<file path="config.mk">
export PLATFORM = sky130hd
export DESIGN_NAME = mmc3_outer_bank_mapper_top
export DESIGN_NICKNAME = d
export VERILOG_FILES = /design/src/hw/rtl/mmc3ob_pkg.sv /design/src/hw/rtl/mmc3ob_regs.sv /design/src/hw/rtl/mmc3ob_lookup.sv /design/src/hw/rtl/mmc3_outer_bank_mapper_top.sv
export SDC_FILE = /design/constraint.sdc
export NUM_CORES = 1
export LEC_CHECK = 0
export BUFFER_PORTS_ARGS = -buffer_cell sky130_fd_sc_hd__buf_2
export CAP_MARGIN = 20
export CORE_ASPECT_RATIO = 1.1
export CORE_MARGIN = 1
export CORE_UTILIZATION = 40
export CTS_BUF_LIST = sky130_fd_sc_hd__clkbuf_4 sky130_fd_sc_hd__clkbuf_8
export DETAILED_ROUTE_END_ITERATION = 10
export GPL_TIMING_DRIVEN = 0
export PLACE_DENSITY_LB_ADDON = 0.05
export SLEW_MARGIN = 20
export SYNTH_ARGS = -nofsm -noshare
export SYNTH_HDL_FRONTEND = slang
export SYNTH_SLANG_ARGS = --single-unit
</file>
<file path="constraint.sdc">
create_clock -name i_clk -period 4.5 [get_ports i_clk]
set_clock_uncertainty 0.1 [all_clocks]
set_input_delay 0.675 -clock i_clk [delete_from_list [all_inputs] [get_ports i_clk]]
set_output_delay 0.675 -clock i_clk [all_outputs]
set_load 0.01 [all_outputs]
</file>
<file path="src/hw/rtl/mmc3ob_pkg.sv">
// Shared types and constants for the MMC3 outer bank mapper.
`default_nettype none

package mmc3ob_pkg;

    // Item kinds carried in the action field
    typedef enum logic [1:0] {
        ACT_WRITE = 2'd0,
        ACT_TICK  = 2'd1,
        ACT_PRG   = 2'd2,
        ACT_CHR   = 2'd3
    } t_action;

    // Configuration register indexes
    localparam logic CFG_PRG_BANKS   = 1'b0;
    localparam logic CFG_FOUR_SCREEN = 1'b1;

    // Address decode
    localparam logic [15:0] INNER_DECODE_MASK = 16'hE001;
    localparam logic [15:0] REG_BANK_SELECT   = 16'h8000;
    localparam logic [15:0] REG_BANK_DATA     = 16'h8001;
    localparam logic [15:0] REG_MIRROR        = 16'hA000;
    localparam logic [15:0] REG_IRQ_LATCH     = 16'hC000;
    localparam logic [15:0] REG_IRQ_RELOAD    = 16'hC001;
    localparam logic [15:0] REG_IRQ_DISABLE   = 16'hE000;
    localparam logic [15:0] REG_IRQ_ENABLE    = 16'hE001;
    localparam logic [3:0]  OUTER_PAGE        = 4'h5;
    localparam logic [2:0]  OUTER_MASKED_IDX  = 3'd2;

    localparam int PRG_BANKS_W = 13;
    localparam int BANK_W      = 13;
    localparam logic [PRG_BANKS_W-1:0] PRG_BANKS_RESET = 13'd32;

    typedef struct packed {
        t_action     action;
        logic [15:0] address;
        logic [7:0]  write_data;
        logic        in_vblank;
        logic        rendering_on;
    } t_in_item;

    typedef struct packed {
        logic [BANK_W-1:0] mapped_bank;
        logic              irq_pulse;
        logic              mirror_horizontal;
    } t_out_item;

    // Register view that the bank lookup works from
    typedef struct packed {
        logic [PRG_BANKS_W-1:0] prg_banks;
        logic [7:0]             bank_select;
        logic [7:0][7:0]        inner_banks;
        logic [3:0][7:0]        outer_regs;
    } t_map_regs;

endpackage

`default_nettype wire

</file>
<file path="src/hw/rtl/mmc3ob_regs.sv">
// Mapper register file: configuration, MMC3 and outer registers, IRQ counter.
`default_nettype none

module mmc3ob_regs (
    input  wire logic                  i_clk,
    input  wire logic                  i_rst_n,
    input  wire logic                  i_cfg_valid,
    input  wire logic                  i_cfg_index,
    input  wire logic [12:0]           i_cfg_data,
    input  wire logic                  i_accept,
    input  wire mmc3ob_pkg::t_in_item  i_item,
    output      mmc3ob_pkg::t_map_regs o_regs,
    output      logic                  o_pulse,
    output      logic                  o_mirror
);
    import mmc3ob_pkg::*;

    logic [PRG_BANKS_W-1:0] r_prg_banks;
    logic                   r_four_screen;
    logic [7:0]             r_bank_select, n_bank_select;
    logic [7:0][7:0]        r_inner, n_inner;
    logic [3:0][7:0]        r_outer, n_outer;
    logic [7:0]             r_reload, n_reload;
    logic [8:0]             r_count, n_count;
    logic                   r_armed, n_armed;
    logic                   r_pending, n_pending;
    logic                   r_mirror, n_mirror;

    logic [2:0]  outer_idx;
    logic [7:0]  outer_val;
    logic [7:0]  old2;
    logic [8:0]  count_dec;

    // Mask the outer register 2 write from its old value
    always_comb begin
        outer_idx = i_item.address[2:0];
        old2      = r_outer[2];
        outer_val = i_item.write_data;
        if (old2[7]) begin
            outer_val = {old2[7:4], i_item.write_data[3:0]};
        end
        outer_val = outer_val & {4'hF, ~old2[6:4], 1'b1};
        count_dec = r_count - 9'd1;
    end

    // Work out the next register state for the accepted transaction
    always_comb begin
        n_bank_select = r_bank_select;
        n_inner       = r_inner;
        n_outer       = r_outer;
        n_reload      = r_reload;
        n_count       = r_count;
        n_armed       = r_armed;
        n_pending     = r_pending;
        n_mirror      = r_mirror;
        o_pulse       = 1'b0;
        if (i_accept) begin
            case (i_item.action)
                ACT_WRITE: begin
                    if (i_item.address[15:12] == OUTER_PAGE) begin
                        if (!outer_idx[2] &&
                            (!r_outer[3][7] || outer_idx == OUTER_MASKED_IDX)) begin
                            n_outer[outer_idx[1:0]] = (outer_idx == OUTER_MASKED_IDX) ?
                                                      outer_val : i_item.write_data;
                        end
                    end else if (i_item.address[15]) begin
                        case (i_item.address & INNER_DECODE_MASK)
                            REG_BANK_SELECT: n_bank_select = i_item.write_data;
                            REG_BANK_DATA:   n_inner[r_bank_select[2:0]] = i_item.write_data;
                            REG_MIRROR: begin
                                if (!r_four_screen) begin
                                    n_mirror = i_item.write_data[0];
                                end
                            end
                            REG_IRQ_LATCH:   n_reload = i_item.write_data;
                            REG_IRQ_RELOAD:  n_pending = 1'b1;
                            REG_IRQ_DISABLE: n_armed = 1'b0;
                            REG_IRQ_ENABLE:  n_armed = 1'b1;
                            default: ;
                        endcase
                        // Any MMC3 write reloads the counter while a reload is pending
                        if (n_pending) begin
                            n_count = {1'b0, n_reload};
                        end
                    end
                end
                ACT_TICK: begin
                    if (!i_item.in_vblank && i_item.rendering_on && !r_count[8]) begin
                        n_pending = 1'b0;
                        n_count   = count_dec;
                        if (count_dec[8] && r_armed) begin
                            n_pending = 1'b1;
                            o_pulse   = 1'b1;
                        end
                    end
                end
                default: ;
            endcase
        end
    end

    // Hold configuration and mapper state
    always_ff @(posedge i_clk) begin
        if (!i_rst_n) begin
            r_prg_banks   <= PRG_BANKS_RESET;
            r_four_screen <= 1'b0;
            r_bank_select <= '0;
            r_inner       <= '0;
            r_outer       <= '0;
            r_reload      <= '0;
            r_count       <= '0;
            r_armed       <= 1'b0;
            r_pending     <= 1'b0;
            r_mirror      <= 1'b0;
        end else begin
            if (i_cfg_valid) begin
                case (i_cfg_index)
                    CFG_PRG_BANKS:   r_prg_banks <= i_cfg_data;
                    CFG_FOUR_SCREEN: r_four_screen <= i_cfg_data[0];
                    default: ;
                endcase
            end
            r_bank_select <= n_bank_select;
            r_inner       <= n_inner;
            r_outer       <= n_outer;
            r_reload      <= n_reload;
            r_count       <= n_count;
            r_armed       <= n_armed;
            r_pending     <= n_pending;
            r_mirror      <= n_mirror;
        end
    end

    assign o_regs.prg_banks   = r_prg_banks;
    assign o_regs.bank_select = r_bank_select;
    assign o_regs.inner_banks = r_inner;
    assign o_regs.outer_regs  = r_outer;
    assign o_mirror           = n_mirror;

endmodule

`default_nettype wire

</file>
<file path="src/hw/rtl/mmc3ob_lookup.sv">
// PRG and CHR bank lookup with MMC3 and GNROM masks and outer offsets.
`default_nettype none

module mmc3ob_lookup (
    input  wire mmc3ob_pkg::t_map_regs      i_regs,
    input  wire mmc3ob_pkg::t_action        i_action,
    input  wire logic [15:0]                i_address,
    output      logic [mmc3ob_pkg::BANK_W-1:0] o_bank
);
    import mmc3ob_pkg::*;

    logic [7:0]  e0, e1, e2, e3;
    logic [7:0]  fixed_base, prg_last, prg_second, prg_bank;
    logic [7:0]  prg_m_mmc3;
    logic [1:0]  prg_m_gn;
    logic [12:0] prg_off, prg_out;
    logic [2:0]  slot;
    logic [7:0]  chr_bank, chr_m_mmc3;
    logic [2:0]  chr_m_gn;
    logic [12:0] chr_off, chr_out;

    assign e0 = i_regs.outer_regs[0];
    assign e1 = i_regs.outer_regs[1];
    assign e2 = i_regs.outer_regs[2];
    assign e3 = i_regs.outer_regs[3];

    // Pick the inner PRG bank for the 8 KB window
    always_comb begin
        fixed_base = {i_regs.prg_banks[6:0], 1'b0};
        prg_last   = fixed_base - 8'd1;
        prg_second = fixed_base - 8'd2;
        case (i_address[14:13])
            2'd0:    prg_bank = i_regs.bank_select[6] ? prg_second : i_regs.inner_banks[6];
            2'd1:    prg_bank = i_regs.inner_banks[7];
            2'd2:    prg_bank = i_regs.bank_select[6] ? i_regs.inner_banks[6] : prg_second;
            default: prg_bank = prg_last;
        endcase
    end

    // Apply the outer PRG masks and offset
    always_comb begin
        prg_m_mmc3 = {e1[5], e1[6], ~e1[7], ~e0[6], {4{~e3[4]}}};
        prg_m_gn   = e3[4] ? {e1[1], 1'b1} : 2'b00;
        prg_off    = {~e1[0], e0[5:4], e1[3:2], e1[4], e0[2:0], e3[3:1], 1'b0};
        prg_off    = prg_off & ~{5'd0, prg_m_mmc3[7:2], prg_m_mmc3[1] | prg_m_gn[1],
                                 prg_m_mmc3[0] | prg_m_gn[0]};
        prg_out    = {5'd0, prg_bank & prg_m_mmc3} | prg_off
                   | {11'd0, i_address[14:13] & prg_m_gn};
    end

    // Pick the inner CHR bank for the 1 KB window, honoring the half swap
    always_comb begin
        slot = i_address[12:10] ^ {i_regs.bank_select[7], 2'b00};
        if (!slot[2]) begin
            chr_bank = {i_regs.inner_banks[{2'b00, slot[1]}][7:1], slot[0]};
        end else begin
            chr_bank = i_regs.inner_banks[slot - 3'd2];
        end
    end

    // Apply the outer CHR masks and offset
    always_comb begin
        chr_m_mmc3 = e3[4] ? 8'h00 : (e0[7] ? 8'h7F : 8'hFF);
        chr_m_gn   = e3[4] ? 3'b111 : 3'b000;
        chr_off    = {1'b0, e0[2:1], e0[5:3], e2[3:0], 3'b000};
        chr_off    = chr_off & ~{5'd0, chr_m_mmc3[7:3], chr_m_mmc3[2:0] | chr_m_gn};
        chr_out    = {5'd0, chr_bank & chr_m_mmc3} | chr_off
                   | {10'd0, i_address[12:10] & chr_m_gn};
    end

    // Select the lookup result; writes, ticks and unmapped addresses give zero
    always_comb begin
        o_bank = '0;
        case (i_action)
            ACT_PRG: begin
                if (i_address[15]) begin
                    o_bank = prg_out;
                end
            end
            ACT_CHR: begin
                if (i_address[15:13] == 3'd0) begin
                    o_bank = chr_out;
                end
            end
            default: o_bank = '0;
        endcase
    end

endmodule

`default_nettype wire

</file>
<file path="src/hw/rtl/mmc3_outer_bank_mapper_top.sv">
// Top level of the MMC3 outer bank mapper: input handshake and result register.
//
// Input channel: one transaction per item (CPU write, scanline tick, PRG
// lookup or CHR lookup), taken when i_in_valid is high and o_in_stall low.
// Output channel: one result per item, taken when o_out_valid is high and
// i_out_stall low. Results leave in item order.
// The result is registered and appears in the cycle after its item is taken.
// Throughput is one item per cycle while not stalled; the register update, IRQ
// counter step and bank mapping are one pass of logic between the input and
// the result register. A new item is taken while a result waits, as long as
// that result is taken in the same cycle; o_in_stall rises only when the result
// register is full and the receiver stalls; the held result stays unchanged.
// Configuration: i_cfg_valid/o_cfg_ready write register i_cfg_index
// (0 PRG 16 KB bank count, 1 four-screen flag); o_cfg_ready is always high.
// Write it only while the block is idle.
// Reset (synchronous, active low): all mapper registers clear, the PRG bank
// count returns to 32, four-screen clears and the output is empty.
`default_nettype none

module mmc3_outer_bank_mapper_top (
    input  wire logic                  i_clk,
    input  wire logic                  i_rst_n,
    input  wire logic                  i_cfg_valid,
    output      logic                  o_cfg_ready,
    input  wire logic                  i_cfg_index,
    input  wire logic [12:0]           i_cfg_data,
    input  wire logic                  i_in_valid,
    output      logic                  o_in_stall,
    input  wire mmc3ob_pkg::t_in_item  i_in,
    output      logic                  o_out_valid,
    input  wire logic                  i_out_stall,
    output      mmc3ob_pkg::t_out_item o_out
);
    import mmc3ob_pkg::*;

    logic              accept;
    t_map_regs         regs;
    logic              pulse;
    logic              mirror;
    logic [BANK_W-1:0] bank;
    logic              r_out_valid;
    t_out_item         r_out;

    assign o_cfg_ready = 1'b1;
    assign o_in_stall  = r_out_valid && i_out_stall;
    assign accept      = i_in_valid && !o_in_stall;

    mmc3ob_regs u_regs (
        .i_clk       (i_clk),
        .i_rst_n     (i_rst_n),
        .i_cfg_valid (i_cfg_valid),
        .i_cfg_index (i_cfg_index),
        .i_cfg_data  (i_cfg_data),
        .i_accept    (accept),
        .i_item      (i_in),
        .o_regs      (regs),
        .o_pulse     (pulse),
        .o_mirror    (mirror)
    );

    mmc3ob_lookup u_lookup (
        .i_regs    (regs),
        .i_action  (i_in.action),
        .i_address (i_in.address),
        .o_bank    (bank)
    );

    // Hold the result until the receiver takes it
    always_ff @(posedge i_clk) begin
        if (!i_rst_n) begin
            r_out_valid <= 1'b0;
        end else if (accept) begin
            r_out_valid <= 1'b1;
        end else if (!i_out_stall) begin
            r_out_valid <= 1'b0;
        end
    end

    // Capture the result payload
    always_ff @(posedge i_clk) begin
        if (accept) begin
            r_out.mapped_bank       <= bank;
            r_out.irq_pulse         <= pulse;
            r_out.mirror_horizontal <= mirror;
        end
    end

    assign o_out_valid = r_out_valid;
    assign o_out       = r_out;

endmodule

`default_nettype wire

</file>
After elaboration in Yosys (flattened, before gate mapping). Index checks and enable logic that the tools add are counted.

Register bits: 148. Word-level logic and storage cells: 154.

Bitwise logic cells: 24. Reductions and logical operators: 29. $add $sub $neg: 4. Order comparisons: 6. Muxes and demuxes: 48. Eq/ne operators: 19.

Operators by type and width (number): 8-bit two-way mux (13); 64-bit bitwise mux (1); 9-bit two-way mux (4); 32-bit bitwise mux (1); 4-bit == test, second input constant (7); 13-bit two-way mux (2); 8-bit NOT with 13-bit output (2); 8-bit by 13-bit OR with 13-bit output (2); 13-bit one-hot mux with 2 select lines (1); 8-bit AND (3); 8-bit binary-select mux with 3-bit select (1); 8-bit demux with 3-bit select (1); 8-bit one-hot mux with 3 select lines (1); 5-bit AND reduction (4); 9-bit one-hot mux with 2 select lines (1); 1-bit two-way mux (17); 8-bit demux with 2-bit select (1); 12-bit by 13-bit AND with 13-bit output (1); 13-bit AND (1); 13-bit by 2-bit OR with 13-bit output (1); 13-bit by 3-bit OR with 13-bit output (1); 9-bit by 1-bit subtractor with 9-bit output, second input constant (1); 1-bit logical AND (8); 3-bit by 4-bit less-than comparator with 1-bit output, second input constant (2); 31 further kinds (53).

Longest topological paths before layout.
Depth in word-level cells: 10. Depth in mapped cells: 8.

Modules after synthesis. A second synthesis with hierarchy kept.

Cells, all modules: 755. Area, all modules: 7201.9 µm².

By module, submodules not included: mmc3ob_regs (area an instance 5670.4 µm², cells an instance 598, instances 1); mmc3ob_lookup (area an instance 1027.2 µm², cells an instance 136, instances 1); mmc3_outer_bank_mapper_top (area an instance 504.2 µm², cells an instance 21, instances 1).

Worst setup path after synthesis. OpenSTA, ideal clock, no wires.

Path kind: input port to flip-flop. From: in i_in_valid. To: reg u_regs.r_inner, in the netlist u_regs.o_regs[53]. Buffers on the path: 1. Stages on the path: 6. Setup slack: 2027 ps. Required time: 4284 ps. Setup time: 116 ps. Data arrival time: 2257 ps. Cell sequence: a21boi_4 > nand3b_1 > buf_6 > nor4_4 > mux2i_1 > nor2b_1.

Word-level cells in the longest chain between the ends: 2.

RTL lines: start: declaration (RTL line mmc3_outer_bank_mapper_top.sv:27) `input wire logic i_in_valid,`; 1-bit logical AND (RTL line mmc3_outer_bank_mapper_top.sv:46) `assign accept = i_in_valid && !o_in_stall;`; 5-bit AND reduction (no source line); end signal: assignment (RTL line mmc3ob_regs.sv:124) `r_inner <= n_inner;`; end: declaration (RTL line mmc3ob_regs.sv:21) `logic [7:0][7:0] r_inner, n_inner;`.

Every way passes these cells. A chain may end at the register's enable or synchronous reset.

Final worst setup path.
From: reg r_out_valid, in the netlist o_out_valid. To: reg u_regs.r_inner, in the netlist u_regs.o_regs[43].

Word-level cells in the longest chain between the ends: 4.

RTL lines: start: declaration (RTL line mmc3_outer_bank_mapper_top.sv:41) `logic r_out_valid;`; start signal: assignment (RTL line mmc3_outer_bank_mapper_top.sv:71) `r_out_valid <= 1'b0;`; start signal: assignment (RTL line mmc3_outer_bank_mapper_top.sv:73) `r_out_valid <= 1'b1;`; start signal: assignment (RTL line mmc3_outer_bank_mapper_top.sv:75) `r_out_valid <= 1'b0;`; 1-bit logical AND (RTL line mmc3_outer_bank_mapper_top.sv:45) `assign o_in_stall = r_out_valid && i_out_stall;`; 1-bit zero test (RTL line mmc3_outer_bank_mapper_top.sv:46); 1-bit logical AND (RTL line mmc3_outer_bank_mapper_top.sv:46); via accept (RTL line mmc3_outer_bank_mapper_top.sv:36) `logic accept;`; 5-bit AND reduction (no source line).

The timed path passes the listed nets, and every way through them passes these cells.

==> out/metrics.csv <==
stage,metric,value,unit
critical_path,startpoint_type,register,
final_layout,drive_gt1_share,16.5,%
final_layout,antenna_cells,0,
routing,viasPerCell,5.21,
floorplanning,dieArea,0.0178,mm^2
clocking,cts_hold_buf,0,
power,leakage,0.00290,uW
yosys,ys.flop_type,dfxtp_1,
yosys,synth_seq_cells,140,
floorplanning,die_h,140,um
clocking,cts.path.max_buffers,2,
clocking,clkSlewWorstSetupHoldPaths,0.09,ns
floorplanning,core-area,0.0170,mm^2
clocking,cts_resized,0,
yosys,syn-mean-instance-area,10.1,um^2
routing,firstDrtPassIters,5,
yosys,syn_nets,737,
timing,min_period,2.74,ns
global_routing,antenna_found_initial,0,
global_routing,grt_pass1_vias,5158,
final_layout,layout_common_cells,"125 x dfxtp_1, 122 x mux2i_1, 110 x nor2b_1",
timing,fmax,364,MHz
floorplanning,initial_utilization,40.8,%
yosys,netlist_instances,688,
placement,gp_congestion,0.859,
timing,maxSlewHeadroom,44.1,%
power,powerDensity,322,mW/mm^2
yosys,syn-cell-area,0.00692,mm^2
global_routing,grt_pass1_wl,30.2,mm
floorplanning,die_w,127,um
routing,ant_nets,0,
timing,worst_pin_slew,0.817,ns
timing,setup_viol,0,
final_layout,fin_area,0.00783,mm^2
clocking,clk_latency,0.46,ns
final_layout,final_common_cell,dfxtp_1,
global_routing,grt.total_usage,23.0,%
clocking,cts_buffers,17,
timing,final_max_slew_viol_count,0,
floorplanning,rows,50,
clocking,h-tree-depth,4,
clocking,cts-root-buf,clkbuf_8,
yosys,synthDistinctLibCells,66,
timing,tns,0,ns
routing,drt_wl_total,19.4,mm
final_layout,syn2layout_area_growth,13.2,%
routing,drt_iter0_drc,300,
critical_path,arrival,2.99,ns
routing,num_vias,5204,
critical_path,critPathKind,reg -> reg,
power,vdd_drop_max,0.171,mV
critical_path,required,4.74,ns
floorplanning,ios,65,
routing,wl_per_cell,19.5,um
routing,drc,0,
yosys,synth_edf_count,15,
critical_path,cp-end-kind,register,
clocking,clock_sinks,140,
final_layout,fillerInstances,1654,
global_routing,grt_max_degree,21,
final_layout,nNetsFinal,801,
timing,finalCritPeriodShare,61.0,%
placement,dpl_cell_area,0.00744,mm^2
clocking,cts_tree,built,
yosys,yosysWarnings,0,
timing,finalHoldViolCount,0,
global_routing,overflow,0,
critical_path,critPathMaxFanout,20,
placement,io_buffers,45,
placement,place_hpwl,14.2,mm
min_path,worst_hold_path_type,in -> reg,
clocking,post_cts_buffers,0,
yosys,async_flop_share,0,%
run,drv_cap,0,
yosys,yosysSeqAreaShare,42.7,%
run_status,run_status,completed,
timing,rsz0062_at_grt,no,
-- cell type report --
class	count	area (um^2)	share of cell area [%]
Timing Repair Buffer	45	225	2.88
Buffer	49	220	2.81
Tap cell	234	293	3.74
Sequential cell	140	2950	37.7
Multi-Input combinational cell	491	3720	47.5
Clock inverter	15	154	1.97
Clock buffer	17	234	2.99
Inverter	8	30.0	0.384
-- metal layers --
metal | wire length [um] | part of all wire (%) | global-route usage (%)
met1 | 9090 | 47 | 29.7
met2 | 9400 | 48 | 38.7
met3 | 680 | 3.5 | 3.97
met4 | 271 | 1.4 | 7.58
met5 | 0 | 0 | 0
-- report_power, final --
part	switching (uW)	leakage [uW]	internal [uW]
sequential	7.65	0.00116	1270
clock	566	0.000194	457
combinational	140	0.00154	80.1
total	714	0.00290	1810
-- metrics by stage --
| stage | hold slack (ns) | cells | total power (uW) | setup WS, ns | utilization, % |
|---|---|---|---|---|---|
| 2_1_floorplan | 0.341 | 688 | 1440 | 2.03 | - |
| 3_3_place_gp | 0.360 | 967 | 1530 | 1.25 | 43.9 |
| 3_5_place_dp | 0.366 | 967 | 1530 | 1.30 | 43.9 |
| 4_1_cts | 0.309 | 999 | 2550 | 1.72 | 46.2 |
| 5_1_grt | 0.329 | 999 | 2620 | 1.55 | 46.2 |
| 6_report | 0.328 | 999 | 2520 | 1.76 | 46.2 |
-- worst max-delay path, cell delays in order (launching register included) --
cell	delay (ns)
dfxtp_1	0.35
a21boi_4	0.62
nor3b_2	0.60
nand4_1	0.58
mux2i_1	0.31
nor2b_1	0.07
-- Yosys cell counts (6+ instances only) --
master    instances  share of area [%]
a21boi_0         13                1.4
a21oi_1          19                1.4
a31oi_1           8               0.72
buf_2            14                1.0
clkbuf_1         31                1.7
dfxtp_1         125                 36
edfxtp_1         15                6.5
inv_1             8               0.43
mux2i_1         122                 18
mux4_2            7                2.3
nand2_1          26                1.4
nand2b_1          8               0.72
nand3_1          10               0.72
nor2_1           34                1.8
nor2b_1         110                9.9
nor3_1            7               0.51
nor4_1            6               0.54
o21ai_0          23                1.7
-- sequential cells by signal, summed over array words and instances, names as in the netlist --
| signal | flops |
|---|---|
| u_regs.r_reload | 8 |
| u_regs.r_bank_select | 5 |
| u_regs.r_prg_banks | 7 |
| u_regs.r_pending | 1 |
| u_regs.r_four_screen | 1 |
| u_regs.r_armed | 1 |
| o_out_valid | 1 |
| u_regs.r_count | 9 |
| u_regs.o_regs | 83 |
| u_regs.r_mirror | 1 |
| u_regs.old2 | 8 |
| o_out | 15 |
-- cell families (layout without fill, tap and decap cells) --
family                     Yosys count  after routing  synth area share, %
adders and majority gates            2              2                0.362
AOI/OAI and AO/OA                  100            100                 9.86
other                                1              1               0.0542
xor gates and xnor gates             9              9                 1.14
muxes                              133            133                 20.6
and+or+nand+nor                    246            246                 21.7
DFF                                140            140                 42.7
buffers and inverters               57            134                 3.62
-- final timing paths --
kind / from / end / depth (start not counted) / slack, ns
max: o_out_valid$_SDFFE_PN0P_ / u_regs.o_regs[43]$_SDFFE_PN0P_ / 5 / 1.76
min: i_in_valid / o_out_valid$_SDFFE_PN0P_ / 2 / 0.33
max reg2reg: o_out_valid$_SDFFE_PN0P_ / u_regs.o_regs[43]$_SDFFE_PN0P_ / 5 / 1.76
min reg2reg: u_regs.o_regs[31]$_SDFFE_PN0P_ / u_regs.o_regs[31]$_SDFFE_PN0P_ / 1 / 0.38
No activity file was read; power rests on OpenSTA's default activity.
